$ cat src/rtl/lrud_pkg.sv
// shared types, constants and directory functions for the two-level lru directory
package lrud_pkg;

  // geometry limits of the directory rows
  localparam int SLOTS       = 16;
  localparam int L1_ROWS     = 64;
  localparam int L2_ROWS     = 256;
  localparam int L1_ROW_W    = 6;
  localparam int L2_ROW_W    = 8;
  localparam logic [3:0] L1_LINES_LOG2 = 4'd10;
  localparam logic [3:0] L2_LINES_LOG2 = 4'd12;

  // access kinds
  localparam logic CMD_READ  = 1'b0;
  localparam logic CMD_WRITE = 1'b1;

  // served level codes
  localparam logic [1:0] SERVED_L1  = 2'd0;
  localparam logic [1:0] SERVED_L2  = 2'd1;
  localparam logic [1:0] SERVED_MEM = 2'd2;

  // directory passes
  localparam logic [1:0] OP_L1_MAIN  = 2'd0;
  localparam logic [1:0] OP_L2_TOUCH = 2'd1;
  localparam logic [1:0] OP_L2_MAIN  = 2'd2;
  localparam logic [1:0] OP_L1_INV   = 2'd3;

  // row update kinds
  localparam logic [1:0] KIND_MAIN  = 2'd0;
  localparam logic [1:0] KIND_TOUCH = 2'd1;
  localparam logic [1:0] KIND_INV   = 2'd2;

  // register indexes
  localparam logic [2:0] REG_BLOCK_LOG2 = 3'd0;
  localparam logic [2:0] REG_L1_SIZE    = 3'd1;
  localparam logic [2:0] REG_L1_WAYS    = 3'd2;
  localparam logic [2:0] REG_L2_SIZE    = 3'd3;
  localparam logic [2:0] REG_L2_WAYS    = 3'd4;
  localparam logic [2:0] REG_WRITE_ALLOC = 3'd5;

  typedef struct packed {
    logic [31:0] tag;
    logic        vld;
    logic        drt;
    logic [3:0]  rnk;
  } slot_t;

  typedef slot_t [SLOTS-1:0] row_t;

  typedef struct packed {
    logic [3:0] block_log2;
    logic [4:0] l1_size_log2;
    logic [2:0] l1_ways_log2;
    logic [4:0] l2_size_log2;
    logic [2:0] l2_ways_log2;
    logic       alloc_on_write;
  } cfg_t;

  typedef struct packed {
    logic [11:0] line;
    logic [31:0] blk;
    logic [2:0]  wl;
  } loc_t;

  typedef struct packed {
    row_t        row;
    logic        hit;
    logic        vv;
    logic        vd;
    logic [31:0] vb;
  } proc_t;

  // controller to datapath
  typedef struct packed {
    logic       load;
    logic       clear;
    logic       rd;
    logic       ex;
    logic       done;
    logic [1:0] op;
    logic [7:0] clr_row;
  } lrud_cmd_t;

  // datapath to controller
  typedef struct packed {
    logic hit;
    logic victim;
    logic victim_dirty;
    logic out_free;
  } lrud_status_t;

  // set position and block address of an address at one level
  function automatic loc_t lrud_locate(logic [31:0] addr, logic [3:0] b,
                                       logic [4:0] size, logic [2:0] wsel,
                                       logic [3:0] lim);
    logic [2:0]        wl;
    logic signed [6:0] diff;
    logic [4:0]        sl;
    logic [4:0]        cap;
    logic [11:0]       mask;
    logic [31:0]       sh;
    logic [11:0]       set;
    loc_t              l;
    wl = (wsel > 3'd4) ? 3'd4 : wsel;
    diff = $signed({2'b0, size}) - $signed({3'b0, b}) - $signed({4'b0, wl});
    sl = diff[6] ? 5'd0 : diff[4:0];
    cap = {1'b0, lim} - {2'b0, wl};
    if (sl > cap) sl = cap;
    mask = ~(12'hfff << sl);
    sh = addr >> b;
    set = sh[11:0] & mask;
    l.line = set << wl;
    l.blk = addr & (32'hffffffff << b);
    l.wl = wl;
    return l;
  endfunction

  // lookup, fill, touch or invalidate inside one directory row
  function automatic proc_t lrud_proc(row_t row, logic [3:0] off, logic [2:0] wl,
                                      logic [31:0] blk, logic [1:0] kind,
                                      logic wr, logic alloc);
    proc_t       r;
    logic [3:0]  wmask;
    logic [15:0] mem;
    logic [15:0] hitv;
    logic [15:0] inv;
    logic [15:0] minv;
    logic [3:0]  hs;
    logic [3:0]  is;
    logic [3:0]  ms;
    logic [3:0]  tgt;
    logic [3:0]  prev;
    logic        do_touch;
    wmask = 4'((5'd1 << wl) - 5'd1);
    // set membership and per slot flags
    for (int s = 0; s < SLOTS; s++) begin
      mem[s]  = ((4'(s) & ~wmask) == (off & ~wmask));
      hitv[s] = mem[s] && row[s].vld && (row[s].tag == blk);
      inv[s]  = mem[s] && !row[s].vld;
    end
    // first lowest rank by pairwise compare
    for (int s = 0; s < SLOTS; s++) begin
      minv[s] = mem[s];
      for (int j = 0; j < SLOTS; j++) begin
        if (mem[j] && j < s && !(row[s].rnk < row[j].rnk)) minv[s] = 1'b0;
        if (mem[j] && j > s && !(row[s].rnk <= row[j].rnk)) minv[s] = 1'b0;
      end
    end
    hs = 4'd0;
    is = 4'd0;
    ms = 4'd0;
    for (int s = SLOTS - 1; s >= 0; s--) begin
      if (hitv[s]) hs = 4'(s);
      if (inv[s]) is = 4'(s);
      if (minv[s]) ms = 4'(s);
    end
    r.row = row;
    r.hit = |hitv;
    r.vv = 1'b0;
    r.vd = 1'b0;
    r.vb = 32'd0;
    do_touch = 1'b0;
    tgt = hs;
    case (kind)
      KIND_MAIN: begin
        if (r.hit) begin
          do_touch = 1'b1;
          if (wr) r.row[hs].drt = 1'b1;
        end else if (alloc) begin
          tgt = (|inv) ? is : ms;
          if (!(|inv)) begin
            r.vv = 1'b1;
            r.vd = row[ms].drt;
            r.vb = row[ms].tag;
          end
          r.row[tgt].tag = blk;
          r.row[tgt].vld = 1'b1;
          r.row[tgt].drt = wr;
          do_touch = 1'b1;
        end
      end
      KIND_TOUCH: begin
        if (r.hit) begin
          do_touch = 1'b1;
          r.row[hs].drt = 1'b1;
        end
      end
      KIND_INV: begin
        if (r.hit) begin
          r.row[hs].vld = 1'b0;
          r.row[hs].drt = 1'b0;
        end
      end
      default: begin
      end
    endcase
    // lru update around the touched way
    prev = row[tgt].rnk;
    if (do_touch) begin
      for (int s = 0; s < SLOTS; s++) begin
        if (4'(s) == tgt) r.row[s].rnk = wmask;
        else if (mem[s] && r.row[s].vld && row[s].rnk > prev)
          r.row[s].rnk = row[s].rnk - 4'd1;
      end
    end
    return r;
  endfunction

endpackage

$ cat src/rtl/lrud_ctrl.sv
// pass sequencer for the two-level lru directory
module lrud_ctrl (
  input  logic                  clk,
  input  logic                  rst,
  input  logic                  in_valid,
  output logic                  in_stall,
  input  lrud_pkg::lrud_status_t st,
  output lrud_pkg::lrud_cmd_t    cmd
);
  import lrud_pkg::*;

  localparam logic [2:0] S_CLR  = 3'd0;
  localparam logic [2:0] S_IDLE = 3'd1;
  localparam logic [2:0] S_RD   = 3'd2;
  localparam logic [2:0] S_EX   = 3'd3;
  localparam logic [2:0] S_DONE = 3'd4;

  logic [2:0] state, state_next;
  logic [1:0] op, op_next;
  logic [7:0] clr_row;

  // next state and commands
  always_comb begin
    state_next = state;
    op_next = op;
    cmd = '0;
    cmd.op = op;
    cmd.clr_row = clr_row;
    unique case (state)
      S_CLR: begin
        cmd.clear = 1'b1;
        if (clr_row == 8'(L2_ROWS - 1)) state_next = S_IDLE;
      end
      S_IDLE: begin
        if (in_valid) begin
          cmd.load = 1'b1;
          op_next = OP_L1_MAIN;
          state_next = S_RD;
        end
      end
      S_RD: begin
        cmd.rd = 1'b1;
        state_next = S_EX;
      end
      S_EX: begin
        cmd.ex = 1'b1;
        state_next = S_RD;
        unique case (op)
          OP_L1_MAIN: begin
            if (st.hit) state_next = S_DONE;
            else if (st.victim && st.victim_dirty) op_next = OP_L2_TOUCH;
            else op_next = OP_L2_MAIN;
          end
          OP_L2_TOUCH: op_next = OP_L2_MAIN;
          OP_L2_MAIN: begin
            if (st.victim) op_next = OP_L1_INV;
            else state_next = S_DONE;
          end
          OP_L1_INV: state_next = S_DONE;
          default: state_next = S_DONE;
        endcase
      end
      S_DONE: begin
        if (st.out_free) begin
          cmd.done = 1'b1;
          state_next = S_IDLE;
        end
      end
      default: state_next = S_IDLE;
    endcase
  end

  assign in_stall = (state != S_IDLE);

  // state, pass and clearing row
  always_ff @(posedge clk) begin
    if (rst) begin
      state <= S_CLR;
      op <= OP_L1_MAIN;
      clr_row <= 8'd0;
    end else begin
      state <= state_next;
      op <= op_next;
      if (state == S_CLR) clr_row <= clr_row + 8'd1;
    end
  end

  // sequencing checks
  a_load_rd: assert property (@(posedge clk) disable iff (rst) cmd.load |=> cmd.rd)
    else $error("load not followed by row read");
  a_rd_ex: assert property (@(posedge clk) disable iff (rst) cmd.rd |=> cmd.ex)
    else $error("row read not followed by update");
  a_done_src: assert property (@(posedge clk) disable iff (rst)
    cmd.done |-> ($past(cmd.ex) || $past(state == S_DONE)))
    else $error("result without a finished pass");
  a_one_cmd: assert property (@(posedge clk) disable iff (rst)
    $onehot0({cmd.load, cmd.clear, cmd.rd, cmd.ex, cmd.done}))
    else $error("conflicting commands");

endmodule

$ cat config.mk
export PLATFORM = sky130hd
export DESIGN_NAME = lrud_ctrl
export DESIGN_NICKNAME = d
export VERILOG_FILES = /design/src/rtl/lrud_pkg.sv /design/src/rtl/lrud_ctrl.sv
export SDC_FILE = /design/constraint.sdc
export NUM_CORES = 1
export LEC_CHECK = 0
export BUFFER_PORTS_ARGS = -buffer_cell sky130_fd_sc_hd__buf_2
export CAP_MARGIN = 20
export CORE_MARGIN = 3
export CORE_UTILIZATION = 49
export CTS_CLUSTER_DIAMETER = 100
export DETAILED_ROUTE_END_ITERATION = 8
export PLACE_DENSITY = 0.77
export SLEW_MARGIN = 20
export SYNTH_ARGS = -nofsm -noshare
export SYNTH_HDL_FRONTEND = slang
export SYNTH_SLANG_ARGS = --single-unit
$ cat constraint.sdc
create_clock -name clk -period 2.73 [get_ports clk]
set_clock_uncertainty 0.2 [all_clocks]
set_input_delay 0.4095 -clock clk [delete_from_list [all_inputs] [get_ports clk]]
set_output_delay 0.4095 -clock clk [all_outputs]
set_load 0.02 [all_outputs]
; ---- After elaboration in Yosys (flattened, before gate mapping)
; Cells that the tools add are included.
[word_totals]
ff_bits = 13
input_bits = 7
elab_cells = 45
[classes]
add_sub_neg = 1
n_eq_ne = 15
n_mux = 20
reduce_logical = 6
[op_table]
columns = operator, count
row1 = 3-bit two-way mux, 5
row2 = 3-bit case mux with 5 select lines, 1
row3 = 3-bit case mux with 3 select lines, 1
row4 = "8-bit by 1-bit adder with 8-bit output, second input constant", 1
row5 = "8-bit == test, second input constant", 1
row6 = 2-bit two-way mux, 4
row7 = 1-bit two-way mux, 7
row8 = "3-bit by 2-bit == test with 1-bit output, second input constant", 2
row9 = "2-bit != test, second input constant", 3
row10 = "3-bit != test, second input constant", 2
row11 = 2-bit case mux with 3 select lines, 1
row12 = 5-bit AND reduction, 1
row13 = "2-bit == test, second input constant", 2
row14 = "4-bit by 1-bit != test with 1-bit output, second input constant", 1
row15 = 2-bit case mux with 2 select lines, 1
row16 = "3-bit by 1-bit == test with 1-bit output, second input constant", 1
row17 = "3-bit == test, second input constant", 1
row18 = 3-bit zero test, 1
row19 = "3-bit by 1-bit != test with 1-bit output, second input constant", 1
row20 = 3-bit AND reduction, 1
row21 = "2-bit by 1-bit == test with 1-bit output, second input constant", 1
row22 = 2-bit zero test, 1
row23 = 2-bit nonzero test, 1
row24 = 1-bit logical AND, 1

; ---- Longest topological paths before layout
; Gate-level depths: netlist (run 1).
[logic_depth]
ltp_word = 5
mapped_depth = 5
depth_no_buf = 5

; ---- Least setup slack after synthesis (run 1)
; Ideal clock, no wire load.
[synth_timing]
path_type = register -> register
from = register op[0]
to = register op[0]
arrival_time_ns = 1.790
required_ns = 2.409
slack_ns = 0.619
path_stages_with_launch = 6
synth_period_minus_slack_ns = 2.111
path_cell_list = dfxtp_1 -> inv_1 -> ha_1 -> nor2b_1 -> nor4b_1 -> mux2_2
[synth_via]
elab_chain_len = 3
elab_cells_between_ends = 9
classes_between = eq/ne (5) / mux (2) / reduce/logical (2)
[synth_lines]
columns = element, line
row1 = start: declaration, lrud_ctrl.sv:19  ; logic [1:0] op, op_next;
row2 = start signal: assignment, lrud_ctrl.sv:83  ; op <= op_next;
row3 = "2-bit == test, or another cell as far along", lrud_ctrl.sv:48  ; unique case (op)
row4 = "2-bit case mux with 3 select lines, or another cell as far along", lrud_ctrl.sv:48
row5 = 2-bit case mux with 2 select lines or 5-bit AND reduction (tied branches), --
; Several ways; a longest one is shown, not always the timed one.
; A chain may end at the register's enable or synchronous reset.

; ---- Worst setup path in the final report (run 1)
; Same ends and word-level chain as after synthesis.

==> impl_metrics.csv, run 1 <==
group,metric,value,unit
run_status,outcome,"finished clean",
critical_path,path_class,"flip-flop to flip-flop",
min_path,hold_path_depth,3,
yosys,netlist_top_cells_count,"13 x dfxtp_1, 8 x inv_1, 7 x nand2_1",
timing,worst_pin_slew,0.541,ns
pwr,clkPwrFrac,33.6,%
timing,setup_viol,0,
yosys,synth-edff-count,0,
global_routing,grt_max_degree,18,
critical_path,cp-end-kind,"flip-flop",
clocking,cts-buffers-inserted,3,
min_path,holdPathEnd,"state[1]",
pwr,peakVddDrop,0.336,mV
clocking,cts_tree,"yes",
critical_path,cp.arrival,2.09,ns
final_layout,multi_input_area,468,um^2
global_routing,grt_pass1_vias,622,
global_routing,grt-ovfl-total,0,
critical_path,r2r_slack,0.60,ns
route,drt_first_pass_iters,3,
timing,hold_violations,0,
critical_path,cp_slowest_stage_delay,0.52,ns
yosys,seq_area_frac_synth,33.8,%
yosys,yosysWarnings,0,
yosys,yosysTopAreaCellShare,33.8,%
clocking,path_clk_slew,0.07,ns
min_path,hold_path_class,"input pin to flip-flop",
route,drt_iter0_markers,7,
placement,hpwlAfterDp,1230,um
route,vias,701,
pwr,sequentialPowerShare,57.4,%
global_routing,antenna_found_initial,0,
final_layout,nets,128,
floorplanning,dieHeight,45.7,um
critical_path,critPathSlowestCell,"nor4b_1",
yosys,avgSynthCellArea,8.47,um^2
clocking,htreeDepth,1,
timing,max_freq,0.470,GHz
clocking,clockRootBuffer,"clkbuf_4",
placement,io_buffers,22,
floorplanning,core_area,1380,um^2
critical_path,startpoint,"op[0]",
route,wl,1570,um
critical_path,crit_chain,"inv_1 -> ha_1 -> nor2b_1 -> nor4b_1 -> mux2_2",
final_layout,area_growth,18.5,%
final_layout,regArea,260,um^2
pwr,powerDensity,377,nW/um^2
pwr,power,345,uW
yosys,syn_area,771,um^2
clocking,clock_latency,0.27,ns
critical_path,ff2ff_path_depth,5,
route,ant_nets,0,
route,drc,0,
route,routed.top_layer,"met4",
yosys,synth_ff_type,"dfxtp_1",
route,wl_per_cell,12.2,um
route,met1Wirelength,771,um
pwr,p_sw_share,23.7,%
yosys,yosys.cell_count.top_type,"dfxtp_1",
final_layout,insertedDiodeCount,0,
pwr,p_comb_share,9.0,%
pwr,intPower,263,uW
yosys,synth-seq-cells,13,
global_routing,grt_pass1_wl,2680,um
clocking,clockBufferDepth,2,
floorplanning,pin_count,23,
clocking,cts_resized,0,
floorplanning,die-area,2080,um^2
min_path,hp-start,"in_valid",
global_routing,grtUsageTotal,18.0,%
route,wl_met2,695,um
timing,period_minus_slack,2.13,ns
placement,gp_congestion,0.770,
yosys,yosys-top-cells-area,"dfxtp_1 34%, ha_1 9.7%, mux2_2 4.4%",
pwr,leakagePower,0.000399,uW
clocking,postCtsSetupBuffers,0,
clocking,clock-sinks,13,
timing,rsz0062_at_grt,"false",
pwr,switchingPower,81.8,uW
critical_path,crit_required,2.70,ns
critical_path,timing.rr.end,"op[0]",
yosys,synth_nets,104,
timing,slew_viol_final,0,
timing,finalCritPeriodShare,77.9,%
critical_path,timing.rr.start,"op[0]",
yosys,synthesis.instances,91,
route,wl_met3,90,um
yosys,synth_area_leader_cell,"dfxtp_1",
timing,max-slew-margin-rel,63.4,%
route,viasPerCell,5.43,
yosys,synthArstFlopShare,0,%
floorplanning,die_w,45.7,um
timing,tns,0,ns
floorplanning,start_util,55.7,%
critical_path,startpoint_type,"flip-flop",
flow_run,drv_cap,0,
clocking,postCtsHoldBufs,0,
yosys,synth.distinct_cells,36,
final_layout,fillers,132,
floorplanning,rows,13,
final_layout,layout-drive-gt1-share,24.6,%
critical_path,path_max_fanout,5,
[layout by cell type (no fill, tap or decap), types with 5 or more instances in the layout]
| cell type | count |
|---|---|
| a21oi_1 | 6 |
| buf_2 | 22 |
| dfxtp_1 | 13 |
| ha_1 | 6 |
| inv_1 | 8 |
| nand2_1 | 7 |
| nor2_1 | 5 |
[cell families (layout without fill, tap and decap cells)]
| kind of cell | count (synthesis) | after routing | share of synthesized area (%) |
|---|---|---|---|
| simple gates | 41 | 41 | 31.7 |
| mux | 4 | 4 | 5.68 |
| compound gates | 14 | 14 | 11.4 |
| buf+inv | 11 | 34 | 5.52 |
| xor+xnor | 2 | 2 | 2.27 |
| flops | 13 | 13 | 33.8 |
| fa+ha+maj | 6 | 6 | 9.74 |
[worst max-delay path by stage]
stage | slack, ns | to | cells past startpoint
finish | 0.60 | op[0] | 5
global route | 0.48 | op[0] | 5
CTS | 0.60 | op[0] | 5
detailed placement | 0.61 | op[0] | 5
global placement | 0.70 | op[0] | 5
floorplan | 0.62 | op[0] | 5
[worst max-delay path, delay by kind of cell (launching register included)]
family / cells / cell delay, ns
adders and majority gates: 1 / 0.24
muxes: 1 / 0.39
and+or+nand+nor: 2 / 0.67
buffers and inverters: 1 / 0.10
DFF: 1 / 0.41
[layout make-up]
type	instances	share of cell area, %
Inverter	8	3.29
Tap cell	15	2.05
Clock buffer	4	2.88
Timing Repair Buffer	22	12.1
Sequential cell	13	28.5
Multi-Input combinational cell	67	51.2
[power groups by stage]
stage | logic [uW] | clock network, uW | registers (uW)
floorplan | 15.6 | 0 | 206
global placement | 30.6 | 0 | 202
detailed placement | 31.2 | 0 | 202
CTS | 31.3 | 121 | 198
global route | 34.3 | 130 | 199
finish | 31.0 | 116 | 198
[per-stage QoR]
stage               cells  hold WS, ns  instance area [um^2]  setup slack [ns]  util, %
floorplan              91        0.313                   771             0.619        -
global placement      125        0.278                   887             0.703     64.2
detailed placement    125        0.291                   887             0.612     64.2
CTS                   129        0.236                   913             0.603     66.1
global route          129        0.243                   913             0.484     66.1
finish                129        0.241                   913             0.603     66.1
[sequential cells by signal (all words and copies together) (netlist names)]
name	flops
clr_row	8
state	3
op	2
[per-layer routing]
layer / global-route usage, % / vias to the layer above
met5: 0 / -
met4: 8.77 / 0
met3: 5.93 / 2
met2: 27.0 / 16
met1: 22.8 / 315
li1: - / 368
Power figures use the tool's default switching activity.
==> run 2, diff against run 1 <==
CORE_UTILIZATION = 44   (was 49)
PLACE_DENSITY = 0.74   (was 0.77)
clock period = 1.9 ns   (was 2.73 ns; I/O delays follow)
==> impl_metrics.csv, run 2 (same netlist as run 1, synthesis figures left out) <==
group,metric,value,unit
route,wl_per_cell,12.6,um
min_path,hold_path_class,"input pin to flip-flop",
global_routing,antenna_found_initial,0,
timing,tns,0,ns
placement,io_buffers,22,
final_layout,nets,133,
placement,hpwlAfterDp,1320,um
pwr,leakagePower,0.000431,uW
clocking,clock_latency,0.28,ns
final_layout,regArea,265,um^2
timing,slew_viol_final,0,
route,drt_first_pass_iters,4,
global_routing,grt_max_degree,18,
final_layout,final_cell_mix,"22 x buf_2, 11 x dfxtp_1, 7 x inv_1, 7 x nand2_1, 6 x a21oi_1",
final_layout,top_regs,"clr_row (8), state (3), op (2)",
timing,rsz0062_at_grt,"false",
route,drc,0,
clocking,htreeDepth,1,
timing,hold_violations,0,
placement,gp_congestion,0.761,
route,vias,723,
route,ant_nets,0,
critical_path,cp.arrival,1.79,ns
final_layout,multi_input_area,497,um^2
global_routing,grt-ovfl-total,0,
critical_path,critPathSlowestCell,"dfxtp_2",
final_layout,area_growth,27.9,%
floorplanning,rows,14,
final_layout,layout-drive-gt1-share,34.5,%
critical_path,crit_chain,"inv_1 -> ha_1 -> and2_4 -> nor4b_4 -> mux2_2",
critical_path,startpoint_type,"flip-flop",
route,drt_iter0_markers,10,
clocking,cts_tree,"yes",
timing,max-slew-margin-rel,75.6,%
final_layout,insertedDiodeCount,0,
critical_path,path_buf_inv,1,
route,viasPerCell,5.36,
timing,max_freq,0.552,GHz
global_routing,grt_pass1_vias,648,
pwr,peakVddDrop,0.476,mV
global_routing,grtUsageTotal,17.4,%
critical_path,cp_slowest_stage_delay,0.38,ns
run_status,outcome,"finished clean",
final_layout,regMostFlops,"clr_row",
timing,finalCritPeriodShare,95.4,%
floorplanning,core_area,1580,um^2
clocking,clockBufferDepth,2,
floorplanning,pin_count,23,
floorplanning,die-area,2290,um^2
flow_run,drv_cap,0,
floorplanning,dieHeight,47.9,um
critical_path,crit_family,"simple AND/OR/NAND/NOR gates",
critical_path,path_class,"flip-flop to flip-flop",
timing,worst_pin_slew,0.356,ns
placement,place_inst,131,
floorplanning,die_w,47.9,um
timing,period_minus_slack,1.81,ns
critical_path,cp-end-kind,"flip-flop",
final_layout,largest_register_ff_count,8,
global_routing,grt_pass1_wl,2790,um
timing,setup_viol,0,
critical_path,path_max_fanout,5,
route,wl,1710,um
clocking,clockRootBuffer,"clkbuf_4",
clocking,postCtsHoldBufs,0,
final_layout,fillers,158,
pwr,powerDensity,520,nW/um^2
final_layout,final_cells,135,
clocking,clock-sinks,13,
floorplanning,start_util,48.9,%
critical_path,crit_required,1.88,ns
clocking,cts-buffers-inserted,3,
clocking,path_clk_slew,0.09,ns
final_layout,final_common_cell,"buf_2",
==> run 2: worst paths after layout <==
check                             endpoint  depth (start not counted)        from  slack (ns)
worst max-delay path                 op[0]                          5       op[1]        0.09
worst min-delay path              state[1]                          3    in_valid        0.12
worst max register to register       op[0]                          5       op[1]        0.09
worst min register to register  clr_row[5]                          2  clr_row[5]        0.30
==> run 2: tightest hold or removal path: cells and delay by family <==
kind,cells,cell delay [ns]
AO/OA/AOI/OAI,1,0.08
buffers and inverters,1,0.11
AND/OR/NAND/NOR,1,0.07
==> run 2: layout make-up <==
cell class	count	area share (%)
sequential	13	26.9
clock buffer	4	2.66
inverter	8	3.05
multi-input combinational	67	50.4
timing repair buffer	27	15.0
tap	16	2.03
==> run 2: what timing repair did <==
item | in CTS | in global routing
pin swaps | 0 | 1
buffers inserted | 0 | 0
gates cloned | 0 | 0
resized for setup | 1 | 6
setup endpoints to repair | 1 | 6
==> run 2: layer usage <==
layer  vias up  wire length (um)  GRT usage, %
li1        380                 -             -
met1       322               833          22.5
met2        19               768          26.6
met3         2                91          5.64
met4         0                12          6.99
met5         -                 0             0
==> run 2: where the power goes <==
part           internal, uW  switching, uW
combinational          22.3           29.1
sequential              276           4.98
clock                  81.4           98.2
==> run 2: metrics by stage <==
stage	hold WS (ns)	util (%)	total power, uW	setup slack, ns	instance area (um^2)
after floorplan	0.266	-	319	0.0150	779
after global placement	0.277	59.3	337	0.0933	935
after detailed placement	0.286	59.3	339	0.0240	935
after CTS	0.105	61.0	515	0.0122	961
after global routing	0.151	62.5	532	0.0136	986
final	0.116	62.5	513	0.0869	986
==> run 3, diff against run 2 <==
--- a/config.mk
+++ b/config.mk
@@ -9,5 +9,6 @@
 export CAP_MARGIN = 20
-export CORE_MARGIN = 3
+export CORE_MARGIN = 2
 export CORE_UTILIZATION = 44
 export CTS_CLUSTER_DIAMETER = 100
+export CTS_CLUSTER_SIZE = 28
 export DETAILED_ROUTE_END_ITERATION = 8
==> constraint.sdc (replaced) <==
create_clock -name clk -period 1.9 [get_ports clk]
set_clock_uncertainty 0.2 [all_clocks]
set_input_delay 0.095 -clock clk [delete_from_list [all_inputs] [get_ports clk]]
set_output_delay 0.095 -clock clk [all_outputs]
set_load 0.02 [all_outputs]
==> impl_metrics.csv, run 3 (same netlist as run 1, synthesis figures left out) <==
group,metric,value,unit
min_path,hp-start,"st[2]",
clocking,htreeDepth,1,
timing,setup_viol,0,
placement,io_buffers,22,
route,vias,763,
global_routing,grt_pass1_wl,2750,um
flow_run,drv_cap,0,
clocking,cts_tree,"yes",
route,wl_per_cell,12.6,um
route,viasPerCell,5.45,
global_routing,grtUsageMet3,4.76,%
final_layout,layout-drive-gt1-share,30.9,%
global_routing,antenna_found_initial,0,
final_layout,fin_util,60.5,%
final_layout,insertedDiodeCount,0,
pwr,leakagePower,0.000447,uW
floorplanning,dieHeight,45.9,um
floorplanning,start_util,45.6,%
min_path,holdPathEnd,"op[1]",
clocking,clockRootBuffer,"clkbuf_4",
critical_path,path_class,"flip-flop to flip-flop",
critical_path,ff2ff_path_depth,5,
global_routing,use_met2,27.2,%
timing,max_freq,0.539,GHz
clocking,clock_latency,0.28,ns
timing,fin_hold_ws,0.0227,ns
timing,worst_pin_slew,0.397,ns
clocking,clock-sinks,13,
final_layout,fillers,150,
route,wl,1760,um
route,drt_iter0_markers,37,
timing,hold_violations,0,
placement,place_inst,132,
placement,hpwlAfterDp,1240,um
critical_path,crit_required,1.87,ns
placement,gp_congestion,0.870,
timing,finalCritPeriodShare,97.6,%
global_routing,grt-ovfl-total,0,
critical_path,cp-end-kind,"flip-flop",
floorplanning,die-area,2100,um^2
final_layout,final_cells,140,
route,drt_first_pass_iters,4,
critical_path,timing.rr.end,"op[0]",
clocking,path_clk_slew,0.07,ns
global_routing,met1_usage,23.2,%
floorplanning,core_area,1690,um^2
timing,max-slew-margin-rel,73.3,%
floorplanning,rows,15,
final_layout,regMostFlops,"clr_row",
pwr,powerDensity,495,nW/um^2
min_path,hold_path_class,"input pin to flip-flop",
final_layout,final_cell_mix,"22 x buf_2, 11 x dfxtp_1, 8 x inv_1",
floorplanning,pin_count,23,
clocking,clockBufferDepth,2,
final_layout,top_regs,"clr_row (8), state (3), op (2)",
timing,slew_viol_final,0,
critical_path,path_max_fanout,5,
pwr,peakVddDrop,0.428,mV
timing,period_minus_slack,1.85,ns
route,ant_nets,0,
clocking,postCtsSetupBuffers,0,
global_routing,grtUsageTotal,17.7,%
critical_path,timing.rr.start,"op[0]",
run_status,outcome,"finished clean",
final_layout,nets,137,
final_layout,area_growth,32.6,%
global_routing,grt_max_degree,18,
global_routing,grt_pass1_vias,668,
final_layout,final_common_cell,"buf_2",
critical_path,cp.arrival,1.82,ns
route,drc,0,
min_path,hold_path_depth,4,
clocking,cts-buffers-inserted,3,
critical_path,r2r_slack,0.05,ns
global_routing,grt.busiest_layer,"met2",
floorplanning,die_w,45.9,um
critical_path,startpoint_type,"flip-flop",
final_layout,largest_register_ff_count,8,
[run 3: critical path: stages, from the launching register on]
cell and delay [ns]:
dfxtp_4 0.37, inv_1 0.07, ha_1 0.24, nor2b_1 0.18
nor4b_4 0.32, mux2_2 0.37
[run 3: per-stage QoR]
stage / worst slack [ns] / cell area (um^2) / total power, uW / TNS, ns
floorplan: 0.0150 / 779 / 319 / 0
global placement: 0.104 / 936 / 336 / 0
detailed placement: 0.0344 / 936 / 338 / 0
CTS: 0.0243 / 1000 / 512 / 0
global route: -0.0357 / 1020 / 531 / -0.0357
finish: 0.0457 / 1020 / 506 / 0
[run 3: what timing repair did]
action                                  4_1_cts  5_1_grt
gates resized for setup                       0        5
hold endpoints to repair                      9        0
endpoints found under the setup margin        0        4
hold buffers                                  4        0
[run 3: layout make-up]
class	instances	area, um^2	share of cell area, %
Sequential cell	13	268	26.2
Clock buffer	4	26.3	2.57
Inverter	8	30.0	2.94
Tap cell	17	21.3	2.08
Multi-Input combinational cell	67	489	47.9
Timing Repair Buffer	31	188	18.4
[run 3: power by group]
part | switching [uW] | internal (uW)
Sequential | 5.34 | 275
Clock | 86.6 | 81.5
Combinational | 30.3 | 26.7
[run 3: worst max path at each step]
stage               startpoint  endpoint  slack [ns]  depth (start not counted)
floorplan                op[0]     op[0]        0.02                          5
global placement         op[0]     op[0]        0.10                          5
detailed placement       op[0]     op[0]        0.03                          5
CTS                      op[0]     op[0]        0.02                          5
global route             op[0]     op[0]       -0.04                          5
finish                   op[0]     op[0]        0.05                          5
[run 3: routing by layer]
metal  part of all wire, %  wire length, um  up-vias
li1                      -                -      384
met1                    47              833      348
met2                    45              794       27
met3                   5.7              100        4
met4                   2.0               36        0
met5                     0                0        -
